==> src/rtl/core/glbcp_pkg.sv <==
// Shared constants, status codes and result type of the GLB container parser.
package glbcp_pkg;

    localparam logic [31:0] GLB_MAGIC       = 32'h4654_6C67;
    localparam logic [31:0] GLB_VERSION     = 32'd2;
    localparam logic [31:0] CHUNK_TYPE_JSON = 32'h4E4F_534A;
    localparam logic [31:0] CHUNK_TYPE_BIN  = 32'h004E_4942;
    localparam logic [31:0] FILE_HDR_BYTES  = 32'd12;
    localparam logic [31:0] CHUNK_HDR_BYTES = 32'd8;

    localparam logic [2:0] ST_OK          = 3'd0;
    localparam logic [2:0] ST_TOO_SMALL   = 3'd1;
    localparam logic [2:0] ST_BAD_MAGIC   = 3'd2;
    localparam logic [2:0] ST_BAD_VERSION = 3'd3;
    localparam logic [2:0] ST_LEN_EXCEEDS = 3'd4;
    localparam logic [2:0] ST_OVERRUN     = 3'd5;
    localparam logic [2:0] ST_NO_JSON     = 3'd6;

    typedef struct packed {
        logic [2:0]  status;
        logic [31:0] json_offset;
        logic [31:0] json_length;
        logic [31:0] bin_offset;
        logic [31:0] bin_length;
    } result_t;

endpackage

==> src/rtl/core/glbcp_in_stage.sv <==
// Input register: holds one accepted byte word until the parser core consumes it.
module glbcp_in_stage (
    input  logic       clk,
    input  logic       rst_n,
    input  logic       in_valid,
    output logic       in_ready,
    input  logic [7:0] data_byte,
    input  logic       last_byte,
    input  logic       take,
    output logic       held_valid,
    output logic [7:0] held_byte,
    output logic       held_last
);

    logic       valid_reg;
    logic [7:0] byte_reg;
    logic       last_reg;

    assign in_ready   = !valid_reg || take;
    assign held_valid = valid_reg;
    assign held_byte  = byte_reg;
    assign held_last  = last_reg;

    always_ff @(posedge clk or negedge rst_n)
    begin
        if (!rst_n)
        begin
            valid_reg <= 1'b0;
        end
        else if (in_ready)
        begin
            valid_reg <= in_valid;
        end
    end

    always_ff @(posedge clk)
    begin
        if (in_valid && in_ready)
        begin
            byte_reg <= data_byte;
            last_reg <= last_byte;
        end
    end

endmodule

==> src/rtl/core/glbcp_core.sv <==
// Parser core: header checks, chunk walk and result formation, one byte per cycle while step is high.
module glbcp_core (
    input  logic                     clk,
    input  logic                     rst_n,
    input  logic                     step,
    input  logic [7:0]               data_byte,
    input  logic                     last_byte,
    output glbcp_pkg::result_t       result
);

    localparam logic [1:0] PH_FILE = 2'd0;
    localparam logic [1:0] PH_CHDR = 2'd1;
    localparam logic [1:0] PH_PAY  = 2'd2;
    localparam logic [1:0] PH_DONE = 2'd3;

    logic [31:0] byte_count_reg, byte_count_next;
    logic [1:0]  phase_reg, phase_next;
    logic [31:0] word_shift_reg, word_shift_next;
    logic [31:0] decl_len_reg, decl_len_next;
    logic [31:0] chunk_len_reg, chunk_len_next;
    logic [31:0] chunk_end_reg, chunk_end_next;
    logic [2:0]  hdr_idx_reg, hdr_idx_next;
    logic [2:0]  first_err_reg, first_err_next;
    logic [31:0] json_start_reg, json_start_next;
    logic [31:0] json_size_reg, json_size_next;
    logic [31:0] bin_start_reg, bin_start_next;
    logic [31:0] bin_size_reg, bin_size_next;

    logic [32:0] payload_end;
    logic [33:0] next_hdr_end;
    logic [32:0] pos_plus1;
    logic [2:0]  status;

    always_comb
    begin
        byte_count_next = (byte_count_reg == 32'hFFFF_FFFF) ? byte_count_reg
                                                            : byte_count_reg + 32'd1;
        word_shift_next = {data_byte, word_shift_reg[31:8]};
        phase_next      = phase_reg;
        decl_len_next   = decl_len_reg;
        chunk_len_next  = chunk_len_reg;
        chunk_end_next  = chunk_end_reg;
        hdr_idx_next    = hdr_idx_reg;
        first_err_next  = first_err_reg;
        json_start_next = json_start_reg;
        json_size_next  = json_size_reg;
        bin_start_next  = bin_start_reg;
        bin_size_next   = bin_size_reg;

        payload_end  = {1'b0, byte_count_reg} + 33'd1 + {1'b0, chunk_len_reg};
        next_hdr_end = {1'b0, payload_end} + {2'b00, glbcp_pkg::CHUNK_HDR_BYTES};
        pos_plus1    = {1'b0, byte_count_reg} + 33'd1;

        unique case (phase_reg)
            PH_FILE:
            begin
                if (byte_count_reg == 32'd3 && word_shift_next != glbcp_pkg::GLB_MAGIC)
                begin
                    if (first_err_reg == glbcp_pkg::ST_OK)
                        first_err_next = glbcp_pkg::ST_BAD_MAGIC;
                end
                else if (byte_count_reg == 32'd7 &&
                         word_shift_next != glbcp_pkg::GLB_VERSION)
                begin
                    if (first_err_reg == glbcp_pkg::ST_OK)
                        first_err_next = glbcp_pkg::ST_BAD_VERSION;
                end
                else if (byte_count_reg == glbcp_pkg::FILE_HDR_BYTES - 32'd1)
                begin
                    decl_len_next = word_shift_next;
                    if (first_err_reg == glbcp_pkg::ST_OK)
                    begin
                        chunk_end_next = glbcp_pkg::FILE_HDR_BYTES;
                        phase_next = ((glbcp_pkg::FILE_HDR_BYTES +
                                       glbcp_pkg::CHUNK_HDR_BYTES) > word_shift_next)
                                     ? PH_DONE : PH_CHDR;
                    end
                    else
                    begin
                        phase_next = PH_DONE;
                    end
                end
            end
            PH_CHDR:
            begin
                // index wraps back to zero after the eighth header byte
                hdr_idx_next = hdr_idx_reg + 3'd1;
                if (hdr_idx_reg == 3'd3)
                begin
                    chunk_len_next = word_shift_next;
                end
                else if (hdr_idx_reg == 3'd7)
                begin
                    if (payload_end > {1'b0, decl_len_reg})
                    begin
                        if (first_err_reg == glbcp_pkg::ST_OK)
                            first_err_next = glbcp_pkg::ST_OVERRUN;
                        phase_next = PH_DONE;
                    end
                    else
                    begin
                        if (word_shift_next == glbcp_pkg::CHUNK_TYPE_JSON)
                        begin
                            if (json_size_reg == 32'd0)
                            begin
                                json_start_next = pos_plus1[31:0];
                                json_size_next  = chunk_len_reg;
                            end
                        end
                        else if (word_shift_next == glbcp_pkg::CHUNK_TYPE_BIN)
                        begin
                            if (bin_size_reg == 32'd0)
                            begin
                                bin_start_next = pos_plus1[31:0];
                                bin_size_next  = chunk_len_reg;
                            end
                        end
                        chunk_end_next = payload_end[31:0];
                        if (chunk_len_reg == 32'd0)
                            phase_next = (next_hdr_end > {2'b00, decl_len_reg})
                                         ? PH_DONE : PH_CHDR;
                        else
                            phase_next = PH_PAY;
                    end
                end
            end
            PH_PAY:
            begin
                if (pos_plus1 >= {1'b0, chunk_end_reg})
                    phase_next = (({1'b0, chunk_end_reg} +
                                   {1'b0, glbcp_pkg::CHUNK_HDR_BYTES})
                                  > {1'b0, decl_len_reg}) ? PH_DONE : PH_CHDR;
            end
            PH_DONE:
            begin
            end
            default:
            begin
            end
        endcase

        // status precedence uses the state after this byte
        priority if (byte_count_next < glbcp_pkg::FILE_HDR_BYTES)
            status = glbcp_pkg::ST_TOO_SMALL;
        else if (first_err_next == glbcp_pkg::ST_BAD_MAGIC ||
                 first_err_next == glbcp_pkg::ST_BAD_VERSION)
            status = first_err_next;
        else if (decl_len_next > byte_count_next)
            status = glbcp_pkg::ST_LEN_EXCEEDS;
        else if (first_err_next == glbcp_pkg::ST_OVERRUN)
            status = glbcp_pkg::ST_OVERRUN;
        else if (json_size_next == 32'd0)
            status = glbcp_pkg::ST_NO_JSON;
        else
            status = glbcp_pkg::ST_OK;

        result.status = status;
        if (status == glbcp_pkg::ST_OK)
        begin
            result.json_offset = json_start_next;
            result.json_length = json_size_next;
            result.bin_offset  = (bin_size_next != 32'd0) ? bin_start_next : 32'd0;
            result.bin_length  = bin_size_next;
        end
        else
        begin
            result.json_offset = 32'd0;
            result.json_length = 32'd0;
            result.bin_offset  = 32'd0;
            result.bin_length  = 32'd0;
        end
    end

    always_ff @(posedge clk or negedge rst_n)
    begin
        if (!rst_n)
        begin
            byte_count_reg <= 32'd0;
            phase_reg      <= PH_FILE;
            word_shift_reg <= 32'd0;
            decl_len_reg   <= 32'd0;
            chunk_len_reg  <= 32'd0;
            chunk_end_reg  <= 32'd0;
            hdr_idx_reg    <= 3'd0;
            first_err_reg  <= glbcp_pkg::ST_OK;
            json_start_reg <= 32'd0;
            json_size_reg  <= 32'd0;
            bin_start_reg  <= 32'd0;
            bin_size_reg   <= 32'd0;
        end
        else if (step)
        begin
            if (last_byte)
            begin
                byte_count_reg <= 32'd0;
                phase_reg      <= PH_FILE;
                word_shift_reg <= 32'd0;
                decl_len_reg   <= 32'd0;
                chunk_len_reg  <= 32'd0;
                chunk_end_reg  <= 32'd0;
                hdr_idx_reg    <= 3'd0;
                first_err_reg  <= glbcp_pkg::ST_OK;
                json_start_reg <= 32'd0;
                json_size_reg  <= 32'd0;
                bin_start_reg  <= 32'd0;
                bin_size_reg   <= 32'd0;
            end
            else
            begin
                byte_count_reg <= byte_count_next;
                phase_reg      <= phase_next;
                word_shift_reg <= word_shift_next;
                decl_len_reg   <= decl_len_next;
                chunk_len_reg  <= chunk_len_next;
                chunk_end_reg  <= chunk_end_next;
                hdr_idx_reg    <= hdr_idx_next;
                first_err_reg  <= first_err_next;
                json_start_reg <= json_start_next;
                json_size_reg  <= json_size_next;
                bin_start_reg  <= bin_start_next;
                bin_size_reg   <= bin_size_next;
            end
        end
    end

endmodule

==> src/rtl/core/glbcp_out_stage.sv <==
// Output register: holds one result word until the consumer takes it.
module glbcp_out_stage (
    input  logic               clk,
    input  logic               rst_n,
    input  logic               load,
    input  glbcp_pkg::result_t result,
    output logic               can_load,
    output logic               out_valid,
    input  logic               out_ready,
    output logic [2:0]         status,
    output logic [31:0]        json_offset,
    output logic [31:0]        json_length,
    output logic [31:0]        bin_offset,
    output logic [31:0]        bin_length
);

    logic               valid_reg;
    glbcp_pkg::result_t data_reg;

    assign can_load    = !valid_reg || out_ready;
    assign out_valid   = valid_reg;
    assign status      = data_reg.status;
    assign json_offset = data_reg.json_offset;
    assign json_length = data_reg.json_length;
    assign bin_offset  = data_reg.bin_offset;
    assign bin_length  = data_reg.bin_length;

    always_ff @(posedge clk or negedge rst_n)
    begin
        if (!rst_n)
        begin
            valid_reg <= 1'b0;
        end
        else if (can_load)
        begin
            valid_reg <= load;
        end
    end

    always_ff @(posedge clk)
    begin
        if (load && can_load)
        begin
            data_reg <= result;
        end
    end

endmodule

==> src/rtl/core/glb_container_chunk_parser.sv <==
// Top level of the GLB container chunk parser.
// Takes one file byte per cycle unless stalled, with last_byte flagging the end of a file, and
// returns one result word per file: a status code and the offset and length of
// the first non-empty JSON and BIN chunk payloads. After the last byte of a file
// is taken from the input register, its result is registered in the output
// register. The only stall is a last byte held in the input register while the
// previous result is still waiting in the output register. The byte counter
// saturates at 2^32-1.
module glb_container_chunk_parser (
    input  logic        clk,
    input  logic        rst_n,
    input  logic        in_valid,
    output logic        in_ready,
    input  logic [7:0]  data_byte,
    input  logic        last_byte,
    output logic        out_valid,
    input  logic        out_ready,
    output logic [2:0]  status,
    output logic [31:0] json_offset,
    output logic [31:0] json_length,
    output logic [31:0] bin_offset,
    output logic [31:0] bin_length
);

    logic               held_valid;
    logic [7:0]         held_byte;
    logic               held_last;
    logic               can_load;
    logic               step;
    glbcp_pkg::result_t result;

    // non-last bytes never need the output register
    assign step = held_valid && (!held_last || can_load);

    glbcp_in_stage u_in (
        .clk        (clk),
        .rst_n      (rst_n),
        .in_valid   (in_valid),
        .in_ready   (in_ready),
        .data_byte  (data_byte),
        .last_byte  (last_byte),
        .take       (step),
        .held_valid (held_valid),
        .held_byte  (held_byte),
        .held_last  (held_last)
    );

    glbcp_core u_core (
        .clk       (clk),
        .rst_n     (rst_n),
        .step      (step),
        .data_byte (held_byte),
        .last_byte (held_last),
        .result    (result)
    );

    glbcp_out_stage u_out (
        .clk         (clk),
        .rst_n       (rst_n),
        .load        (step && held_last),
        .result      (result),
        .can_load    (can_load),
        .out_valid   (out_valid),
        .out_ready   (out_ready),
        .status      (status),
        .json_offset (json_offset),
        .json_length (json_length),
        .bin_offset  (bin_offset),
        .bin_length  (bin_length)
    );

endmodule

==> config.mk <==
export PLATFORM = sky130hd
export DESIGN_NAME = glb_container_chunk_parser
export DESIGN_NICKNAME = d
export VERILOG_FILES = /design/src/rtl/core/glbcp_pkg.sv /design/src/rtl/core/glbcp_in_stage.sv /design/src/rtl/core/glbcp_core.sv /design/src/rtl/core/glbcp_out_stage.sv /design/src/rtl/core/glb_container_chunk_parser.sv
export SDC_FILE = /design/constraint.sdc
export NUM_CORES = 1
export LEC_CHECK = 0
export CAP_MARGIN = 20
export CORE_MARGIN = 3
export CORE_UTILIZATION = 65
export DETAILED_ROUTE_END_ITERATION = 7
export DONT_BUFFER_PORTS = 1
export PLACE_DENSITY_LB_ADDON = 0.05
export SYNTH_ARGS = -nofsm -noshare
export SYNTH_HDL_FRONTEND = slang
export SYNTH_HIERARCHICAL = 1
export SYNTH_SLANG_ARGS = --single-unit
==> constraint.sdc <==
create_clock -name clk -period 8.85 [get_ports clk]
set_input_delay 1.77 -clock clk [delete_from_list [all_inputs] [get_ports clk]]
set_output_delay 1.77 -clock clk [all_outputs]
set_load 0.1 [all_outputs]
Word level (Yosys, flattened, before mapping)
Cells that the tools add are included.

storage, ports and cells
  register bits = 438
  input port bits = 13
  output and inout port bits = 133
  logic and storage cells = 168

cells by class
  add/sub/neg operators = 6
  magnitude comparators = 7
  eq/ne operators = 23
  muxes and demuxes = 81
  reductions and logical operators = 30

operator list
  operator               count
  $mux 32                49
  $logic_not 32->1       4
  $gt 33x32->1           2
  $pmux 32 s2            1
  $mux 3                 16
  $add 33x4->34 const B  1
  $gt 34x32->1           1
  $add 32x1->33 const B  1
  $add 32x4->33 const B  1
  $add 33x32->33         1
  $ge 33x32->1           1
  $add 32x1->32 const B  1
  $eq 32x2->1 const B    1
  $eq 32x23->1 const B   1
  $eq 32x3->1 const B    1
  $eq 32x31->1 const B   1
  $eq 32x32->1 const B   1
  $eq 32x4->1 const B    1
  $gt 32x32->1           1
  $gt 5x32->1 const A    1
  $lt 32x4->1 const B    1
  $ne 32x2->1 const B    1
  $ne 32x31->1 const B   1
  $reduce_bool 32->1     1
  other kinds (22)       56

Logic depth before layout (Yosys ltp)
Gate-level depths: netlist of the first run.

  word-level depth = 15
  depth in mapped cells = 30
  mapped depth without buffers = 28

Hierarchy
The synthesis of the first run kept the hierarchy.

modules (own cells, without submodules)
  module                      instances  cells an instance  area an instance (um2)  seq. area each (um2)
  glbcp_core                  1          2496               21455.6                 7206.9
  glbcp_out_stage             1          135                3987.6                  3958.8
  glbcp_in_stage              1          13                 324.1                   295.3
  glb_container_chunk_parser  1          3                  18.8                    0.0

Worst setup path after synthesis of the first run
No wires, ideal clock.

  kind = register to register
  start = register u_core.byte_count_reg[1]
  end = register u_core.phase_reg[1]
  library setup time = 0.120 ns
  arrival = 6.387 ns
  data required time = 8.730 ns
  path slack = 2.343 ns
  stages on the path, launching flop included = 27
  buffers on the path = 1
  period minus slack after synthesis = 6.507 ns
  cell sequence = dfrtp_1 ha_1 nand3_2 nor4b_1 and2_1 and3_1 xnor2_1 inv_1 ha_1 nand2_1 o211ai_1 o21ai_0 o21ai_0 a21oi_1 o21a_1 o311ai_0 ha_1 a21o_1 a211oi_1 nand2_1 nor2_1 a21boi_1 or2_0 clkbuf_1 or4_1 a32o_1 a31o_1

on the way
  cells in the longest elaborated chain, start to end = 11
  elaborated cells on any way between the ends = 23
  classes of those cells = 3 x add/sub; 3 x order compare; 7 x eq/ne; 7 x mux; 3 x reduce/logical

ends and longest elaborated chain
  what                    RTL line                            RTL
  start, declared         glbcp_core.sv:16                    logic [31:0] byte_count_reg, byte_count_next;
  start signal, assigned  glbcp_core.sv:210                   byte_count_reg <= byte_count_next;
  $add 32x1->33           glbcp_core.sv:50, glbcp_core.sv:52
  $add 33x32->33          glbcp_core.sv:50                    payload_end = {1'b0, byte_count_reg} + 33'd1 + {1'b0, chunk_len_reg};
  $add 33x4->34           glbcp_core.sv:51                    next_hdr_end = {1'b0, payload_end} + {2'b00, glbcp_pkg::CHUNK_HDR_BYTES};
  $gt 34x32->1            glbcp_core.sv:120                   phase_next = (next_hdr_end > {2'b00, decl_len_reg})
  $mux 2                  glbcp_core.sv:121                   ? PH_DONE : PH_CHDR;
  $mux 2                  glbcp_core.sv:119                   if (chunk_len_reg == 32'd0)
  $mux 2                  glbcp_core.sv:94                    if (payload_end > {1'b0, decl_len_reg})
  $mux 2                  glbcp_core.sv:92                    else if (hdr_idx_reg == 3'd7)
  $mux 2                  glbcp_core.sv:88                    if (hdr_idx_reg == 3'd3)
  $pmux 2 s3              glbcp_core.sv:54                    unique case (phase_reg)
  $mux 2                  glbcp_core.sv:193                   if (last_byte)
  end signal, assigned    glbcp_core.sv:211                   phase_reg <= phase_next;
  end, declared           glbcp_core.sv:17                    logic [1:0] phase_reg, phase_next;

Parallel ways exist; a longest one is shown, timed or not. The select of a mux whose other input is x is not followed.
A chain may end at the register's enable or synchronous reset.

Final worst setup path of the first run
  start = register u_core.byte_count_reg[0]
  end = register u_core.chunk_end_reg[4]

on the way
  cells in the longest elaborated chain, start to end = 7
  elaborated cells on any way between the ends = 18
  classes of those cells = 2 x add/sub; 1 x order compare; 7 x eq/ne; 5 x mux; 3 x reduce/logical

ends and longest elaborated chain
  what                                                   RTL line           RTL
  branches (longest 7 deep; another with $add 32x1->33)  --
  end signal, assigned                                   glbcp_core.sv:215  chunk_end_reg <= chunk_end_next;
  end, declared                                          glbcp_core.sv:21   logic [31:0] chunk_end_reg, chunk_end_next;

Several ways; the timed one is not identified. The select of a mux whose other input is x is not followed.

==> flow_metrics.env, run 1 <==
export IMPL_slew_violations=0
export IMPL_grt_use_met3_pct=7.94
export IMPL_slew_limit_headroom_pct=27.3
export IMPL_port_buffers=0
export IMPL_tritoncts="done"
export IMPL_worstMarginPinSlew_ns=1.08
export IMPL_setup_violations=0
export IMPL_cts_htree_levels=2
export IMPL_max_freq_ghz=0.122
export IMPL_holdBufCountCts=0
export IMPL_ant_nets=0
export IMPL_antenna_found_initial=1
export IMPL_routed_wl_um=85200
export IMPL_multi_input_area_um2=13200
export IMPL_place_area_um2=26400
export IMPL_initialDrtViolationCount=2802
export IMPL_avgSynthCellArea_um2=9.74
export IMPL_p_total_mw=5.70
export IMPL_drive_gt1_share_pct=7.03
export IMPL_synthArstFlopShare_pct=67.4
export IMPL_nFillCells=2868
export IMPL_cpPeakStageDelay_ns=1.00
export IMPL_fin_area_um2=27900
export IMPL_crit_fanout=9
export IMPL_post_drt_via_cell_ratio=7.05
export IMPL_min_delay_start="u_core/bin_start_reg[12]"
export IMPL_insertion_delay_ns=0.58
export IMPL_clk_path_buf_depth=3
export IMPL_layout_common_cells="dfrtp_1 (290), nor2_1 (241), ha_1 (203)"
export IMPL_skew_ns=0.0176
export IMPL_peakVddDrop_v=0.000138
export IMPL_critical_path_top_delay_family="compound AO/OA/AOI/OAI gates"
export IMPL_reg2regPathDepth=28
export IMPL_root_buffer="clkbuf_16"
export IMPL_numCtsBuffers=45
export IMPL_core_area_um2=38900
export IMPL_critPathLaunchType="flip-flop"
export IMPL_drc=0
export IMPL_syn_area_um2=25800
export IMPL_power_density_nw_per_um2=204
export IMPL_routedWlPerCell_um=26.8
export IMPL_via_count=22436
export IMPL_cp_slowest_cell="a211oi_1"
export IMPL_critPathKind="reg2reg"
export IMPL_nets=2843
export IMPL_use_met1_pct=54.6
export IMPL_fin_crit_ns=8.22
export IMPL_gr_total_overflow=0
export IMPL_clkSinkCount=430
export IMPL_rr_startpoint="u_core/byte_count_reg[0]"
export IMPL_io_pins=146
export IMPL_die_x_um=205
export IMPL_hp_class="reg2reg"
export IMPL_yosysWarnings=6
export IMPL_grt_pass1_wl_um=129000
export IMPL_grt_max_degree=291
export IMPL_first_pass_iters=7
export IMPL_path_clk_slew_ns=0.06
export IMPL_rsz0062_at_grt="false"
export IMPL_worstHoldEndpoint="u_core/bin_start_reg[12]"
export IMPL_row_count=72
export IMPL_yosysSeqAreaShare_pct=44.4
export IMPL_p_leak_nw=11.7
export IMPL_grt_pass1_vias=21478
export IMPL_busiest_layer="met2"
export IMPL_dieArea_um2=42100
export IMPL_cp_arrival_ns=8.70
export IMPL_start_util_pct=66.3
export IMPL_layout_commonest_cell="dfrtp_1"
export IMPL_maxCapViolations=0
export IMPL_critPathRequiredTime_ns=9.33
export IMPL_run_status="finished, final reports clean"
export IMPL_gp_congestion=1.04
export IMPL_finalSetupTns_ns=0
export IMPL_syn_instance_count=2647
export IMPL_r2r_end="u_core/chunk_end_reg[4]"
export IMPL_hpwl_um=61900
export IMPL_track_usage_pct=40.2
export IMPL_rrSetupSlack_ns=0.63
export IMPL_ff_latch_area_um2=11500
export IMPL_synth_edff_count=140
export IMPL_place_ws_ns=0.754
export IMPL_hold_depth=2
export IMPL_ys_flop_type="dfrtp_1"
export IMPL_syn_num_nets=2864
export IMPL_fin_crit_sh_pct=92.8
export IMPL_finalHoldViolCount=0
export IMPL_critPathBufInv=4
export IMPL_die_h_um=205
export IMPL_setup_ws_ns=0.634
export IMPL_grtUsageMet2_pct=62.7
export IMPL_crit_cells=28
export IMPL_end_kind="flip-flop"
export IMPL_area_growth_pct=8.25
export IMPL_netlist_cell_type_count=85
export IMPL_synth_seq_cells=430
[cell type report]
cell class                      instances  share of cell area, %
Clock inverter                         16                  0.466
Tap cell                              518                   2.32
Inverter                              163                   2.19
Multi-Input combinational cell       1914                   47.1
Sequential cell                       430                   41.1
Clock buffer                           66                   4.64
Timing Repair Buffer                   72                   2.16
Antenna cell                            3                 0.0269
[stage by stage]
stage / std cells / utilization (%) / hold slack [ns]
after floorplan: 2647 / - / 0.451
after global placement: 3092 / 67.9 / 0.464
after detailed placement: 3093 / 67.9 / 0.474
after CTS: 3175 / 71.6 / 0.488
after global routing: 3179 / 71.7 / 0.515
final: 3182 / 71.7 / 0.487
[Yosys cell counts (all sizes together) (5+ instances only)]
cell / instances / area share (%)
or3: 16 / 0.39
or4: 14 / 0.41
nor2: 242 / 3.5
a21boi: 5 / 0.15
a22o: 105 / 3.6
nand3: 73 / 1.5
and2: 17 / 0.43
nand2b: 18 / 0.52
a21oi: 187 / 3.6
a2bb2oi: 5 / 0.17
and4: 10 / 0.35
buf: 41 / 1.0
edfxtp: 140 / 16
o22ai: 33 / 0.80
o2bb2ai: 33 / 1.1
a21o: 55 / 1.6
nor4b: 7 / 0.26
and3: 15 / 0.37
o21a: 12 / 0.35
a32oi: 6 / 0.20
xor2: 21 / 0.71
o211ai: 13 / 0.38
clkbuf: 99 / 1.4
or2: 11 / 0.27
o21ai: 131 / 2.5
nor3: 71 / 1.4
a2111oi: 11 / 0.37
a211oi: 14 / 0.43
nand2: 182 / 2.6
inv: 162 / 2.4
nor4: 62 / 1.6
dfrtp: 290 / 28
xnor2: 88 / 3.0
o31ai: 29 / 0.84
nand4: 65 / 1.7
nor2b: 21 / 0.51
mux2i: 72 / 2.8
a31oi: 12 / 0.29
ha: 203 / 9.9
[cell families (layout without fill, tap and decap cells)]
group	count (synthesis)	after routing	share of synthesized area [%]
xor gates and xnor gates	109	109	3.73
DFF	430	430	44.4
buffers and inverters	303	317	4.86
muxes	72	72	2.79
adders and majority gates	204	204	9.93
other	0	3	0
and+or+nand+nor	838	838	16.4
AOI/OAI and AO/OA	691	691	17.9
[worst min-delay path, stage by stage (launching register included)]
cell	delay, ns
dfrtp_1	0.34
nand2_1	0.05
o21ai_0	0.06
[timing repair]
action | 4_1_cts | 5_1_grt
setup endpoints to repair | 0 | 2
gates resized for setup | 0 | 1
setup buffers | 0 | 3
[layer usage]
layer  part of all wire, %  vias to the layer above
met5                     0                        -
met2                    45                     1497
li1                      -                     9726
met1                    39                    10894
met4                   5.5                        0
met3                    11                      319
[where the power goes]
part           switching (mW)  internal (mW)
sequential              0.497           2.18
clock                   0.802           1.05
combinational           0.764          0.412
total                    2.06           3.64
[worst max-delay path by stage]
stage | startpoint | endpoint | slack (ns)
after floorplan | u_core/byte_count_reg[1] | u_core/phase_reg[1] | 2.34
after CTS | u_core/byte_count_reg[0] | u_core/json_size_reg[20] | 0.66
final | u_core/byte_count_reg[0] | u_core/chunk_end_reg[4] | 0.63
after global placement | u_core/byte_count_reg[0] | u_core/json_start_reg[31] | 1.07
after detailed placement | u_core/byte_count_reg[0] | u_core/json_size_reg[20] | 0.75
after global routing | u_core/byte_count_reg[0] | u_core/chunk_end_reg[4] | 0.13
Power figures use the tool's default switching activity.
==> inputs of run 2 (changes only) <==
--- a/config.mk
+++ b/config.mk
@@ -5,8 +5,7 @@
 export SDC_FILE = /design/constraint.sdc
 export NUM_CORES = 1
 export LEC_CHECK = 0
-export CAP_MARGIN = 20
-export CORE_MARGIN = 3
+export CORE_MARGIN = 4
 export CORE_UTILIZATION = 65
 export DETAILED_ROUTE_END_ITERATION = 7
 export DONT_BUFFER_PORTS = 1
==> run 2 against run 1 <==
Against the previous run:
- highest routed layer unchanged
- critical endpoint is now u_core/chunk_end_reg[27]
- global-route usage fell by 2.4 points
- largest cell class unchanged
- register-to-register slack gained 0.04 ns
- sequential cell count unchanged
- critical path type unchanged
- hold slack lost 0.0019 ns
- sequential share of layout area rose by 0.061 points
==> flow_metrics.env, run 2 (synthesis gave the netlist of run 1 again) <==
export IMPL_run_status="finished, final reports clean"
export IMPL_clkSinkCount=430
export IMPL_reg2regPathDepth=29
export IMPL_critPathKind="reg2reg"
export IMPL_numCtsBuffers=45
export IMPL_critPathRequiredTime_ns=9.35
export IMPL_slew_violations=0
export IMPL_root_buffer="clkbuf_16"
export IMPL_post_cts_buffers=0
export IMPL_rr_startpoint="u_core/byte_count_reg[0]"
export IMPL_routed_wl_um=84400
export IMPL_routedWlPerCell_um=26.6
export IMPL_post_drt_via_cell_ratio=7.00
export IMPL_place_area_um2=26400
export IMPL_critPathLaunchType="flip-flop"
export IMPL_row_count=72
export IMPL_fin_crit_sh_pct=92.4
export IMPL_cts_resized=0
export IMPL_first_pass_iters=8
export IMPL_clk_path_buf_depth=3
export IMPL_slew_limit_headroom_pct=20.2
export IMPL_drive_gt1_share_pct=6.70
export IMPL_rrSetupSlack_ns=0.67
export IMPL_gp_congestion=1.02
export IMPL_finalHoldViolCount=0
export IMPL_cpPeakStageDelay_ns=0.59
export IMPL_area_growth_pct=8.09
export IMPL_die_x_um=207
export IMPL_maxCapViolations=0
export IMPL_end_kind="flip-flop"
export IMPL_cts_htree_levels=2
export IMPL_track_usage_pct=37.9
export IMPL_layout_commonest_cell="dfrtp_1"
export IMPL_min_delay_start="u_core/bin_start_reg[16]"
export IMPL_start_util_pct=66.3
export IMPL_port_buffers=0
export IMPL_insertion_delay_ns=0.58
export IMPL_p_total_mw=5.68
export IMPL_core_area_um2=38900
export IMPL_fin_area_um2=27900
export IMPL_skew_ns=0.0157
export IMPL_layout_common_cells="dfrtp_1 (290), nor2_1 (241), ha_1 (203)"
export IMPL_r2r_end="u_core/chunk_end_reg[27]"
export IMPL_drc=0
export IMPL_peakVddDrop_v=0.000141
export IMPL_gr_total_overflow=0
export IMPL_hpwl_um=61600
export IMPL_die_h_um=207
export IMPL_grt_pass1_vias=21329
export IMPL_worstMarginPinSlew_ns=1.19
export IMPL_power_density_nw_per_um2=204
export IMPL_grt_pass1_wl_um=127000
export IMPL_hp_class="reg2reg"
export IMPL_ant_nets=0
export IMPL_via_count=22211
export IMPL_p_leak_nw=11.7
export IMPL_io_pins=146
export IMPL_finalSetupTns_ns=0
export IMPL_path_clk_slew_ns=0.06
export IMPL_worstHoldEndpoint="u_core/bin_start_reg[16]"
export IMPL_max_freq_ghz=0.122
export IMPL_dieArea_um2=42900
export IMPL_cp_slowest_cell="or3_1"
export IMPL_setup_violations=0
export IMPL_nets=2837
export IMPL_tritoncts="done"
export IMPL_crit_fanout=16
export IMPL_initialDrtViolationCount=2763
export IMPL_grt_max_degree=291
export IMPL_antenna_found_initial=0
export IMPL_hold_depth=2
export IMPL_rsz0062_at_grt="false"
export IMPL_holdBufCountCts=0
export IMPL_cp_arrival_ns=8.68
export IMPL_fin_crit_ns=8.18
-- run 2: cell count changes in the layout (fill, tap and decap cells not counted), sizes merged --
| cell | previous run | this run |
|---|---|---|
| clkbuf | 66 | 64 |
| bufinv | 1 | 2 |
| diode | 3 | 1 |
| clkinv | 11 | 14 |
| buf | 72 | 66 |
| inv | 165 | 163 |
-- run 2: layout make-up --
| class | count | area [um^2] |
|---|---|---|
| well taps | 518 | 648 |
| repair buffers | 66 | 571 |
| clock inverters | 18 | 168 |
| multi-input cells | 1914 | 13200 |
| diodes | 1 | 2.50 |
| flip-flops and latches | 430 | 11500 |
| clock buffers | 64 | 1260 |
| inverters | 163 | 612 |
| fillers | 2854 | 11000 |
-- run 2: critical path, delay by kind of cell (launching register included) --
family | cells | cell delay (ns)
adder cells (fa/ha/maj) | 3 | 1.09
flip-flops | 1 | 0.53
buffers and inverters | 5 | 1.06
XOR/XNOR | 2 | 0.66
AO/OA/AOI/OAI | 8 | 1.67
AND/OR/NAND/NOR | 11 | 3.06
-- run 2: worst max path at each step --
stage | cells after the start | from | to | slack, ns
2_1_floorplan | 26 | u_core/byte_count_reg[1] | u_core/phase_reg[1] | 2.34
6_report | 29 | u_core/byte_count_reg[0] | u_core/chunk_end_reg[27] | 0.67
5_1_grt | 29 | u_core/byte_count_reg[0] | u_out/bin_offset[20] | 0.16
3_3_place_gp | 28 | u_core/byte_count_reg[0] | u_core/json_start_reg[23] | 1.08
4_1_cts | 28 | u_core/byte_count_reg[0] | u_core/json_size_reg[18] | 0.74
3_5_place_dp | 28 | u_core/byte_count_reg[0] | u_core/json_size_reg[6] | 0.78
-- run 2: metal layers --
metal / GRT usage (%) / up-vias / routed length [um]
li1: - / 9717 / -
met1: 51.5 / 10845 / 32000
met2: 59.5 / 1407 / 38600
met3: 8.52 / 242 / 9850
met4: 15.5 / 0 / 3890
met5: 0 / - / 0
-- run 2: power breakdown --
part | switching, mW | internal, mW
Clock | 0.800 | 1.05
Sequential | 0.495 | 2.18
Combinational | 0.747 | 0.410
Total | 2.04 | 3.64
-- run 2: through the flow --
step	util (%)	hold slack, ns	worst slack, ns	cells
6_report	71.6	0.485	0.669	3174
5_1_grt	71.6	0.510	0.164	3173
4_1_cts	71.6	0.488	0.735	3173
3_5_place_dp	67.9	0.475	0.781	3091
3_3_place_gp	67.9	0.467	1.08	3091
2_1_floorplan	-	0.451	2.34	2647
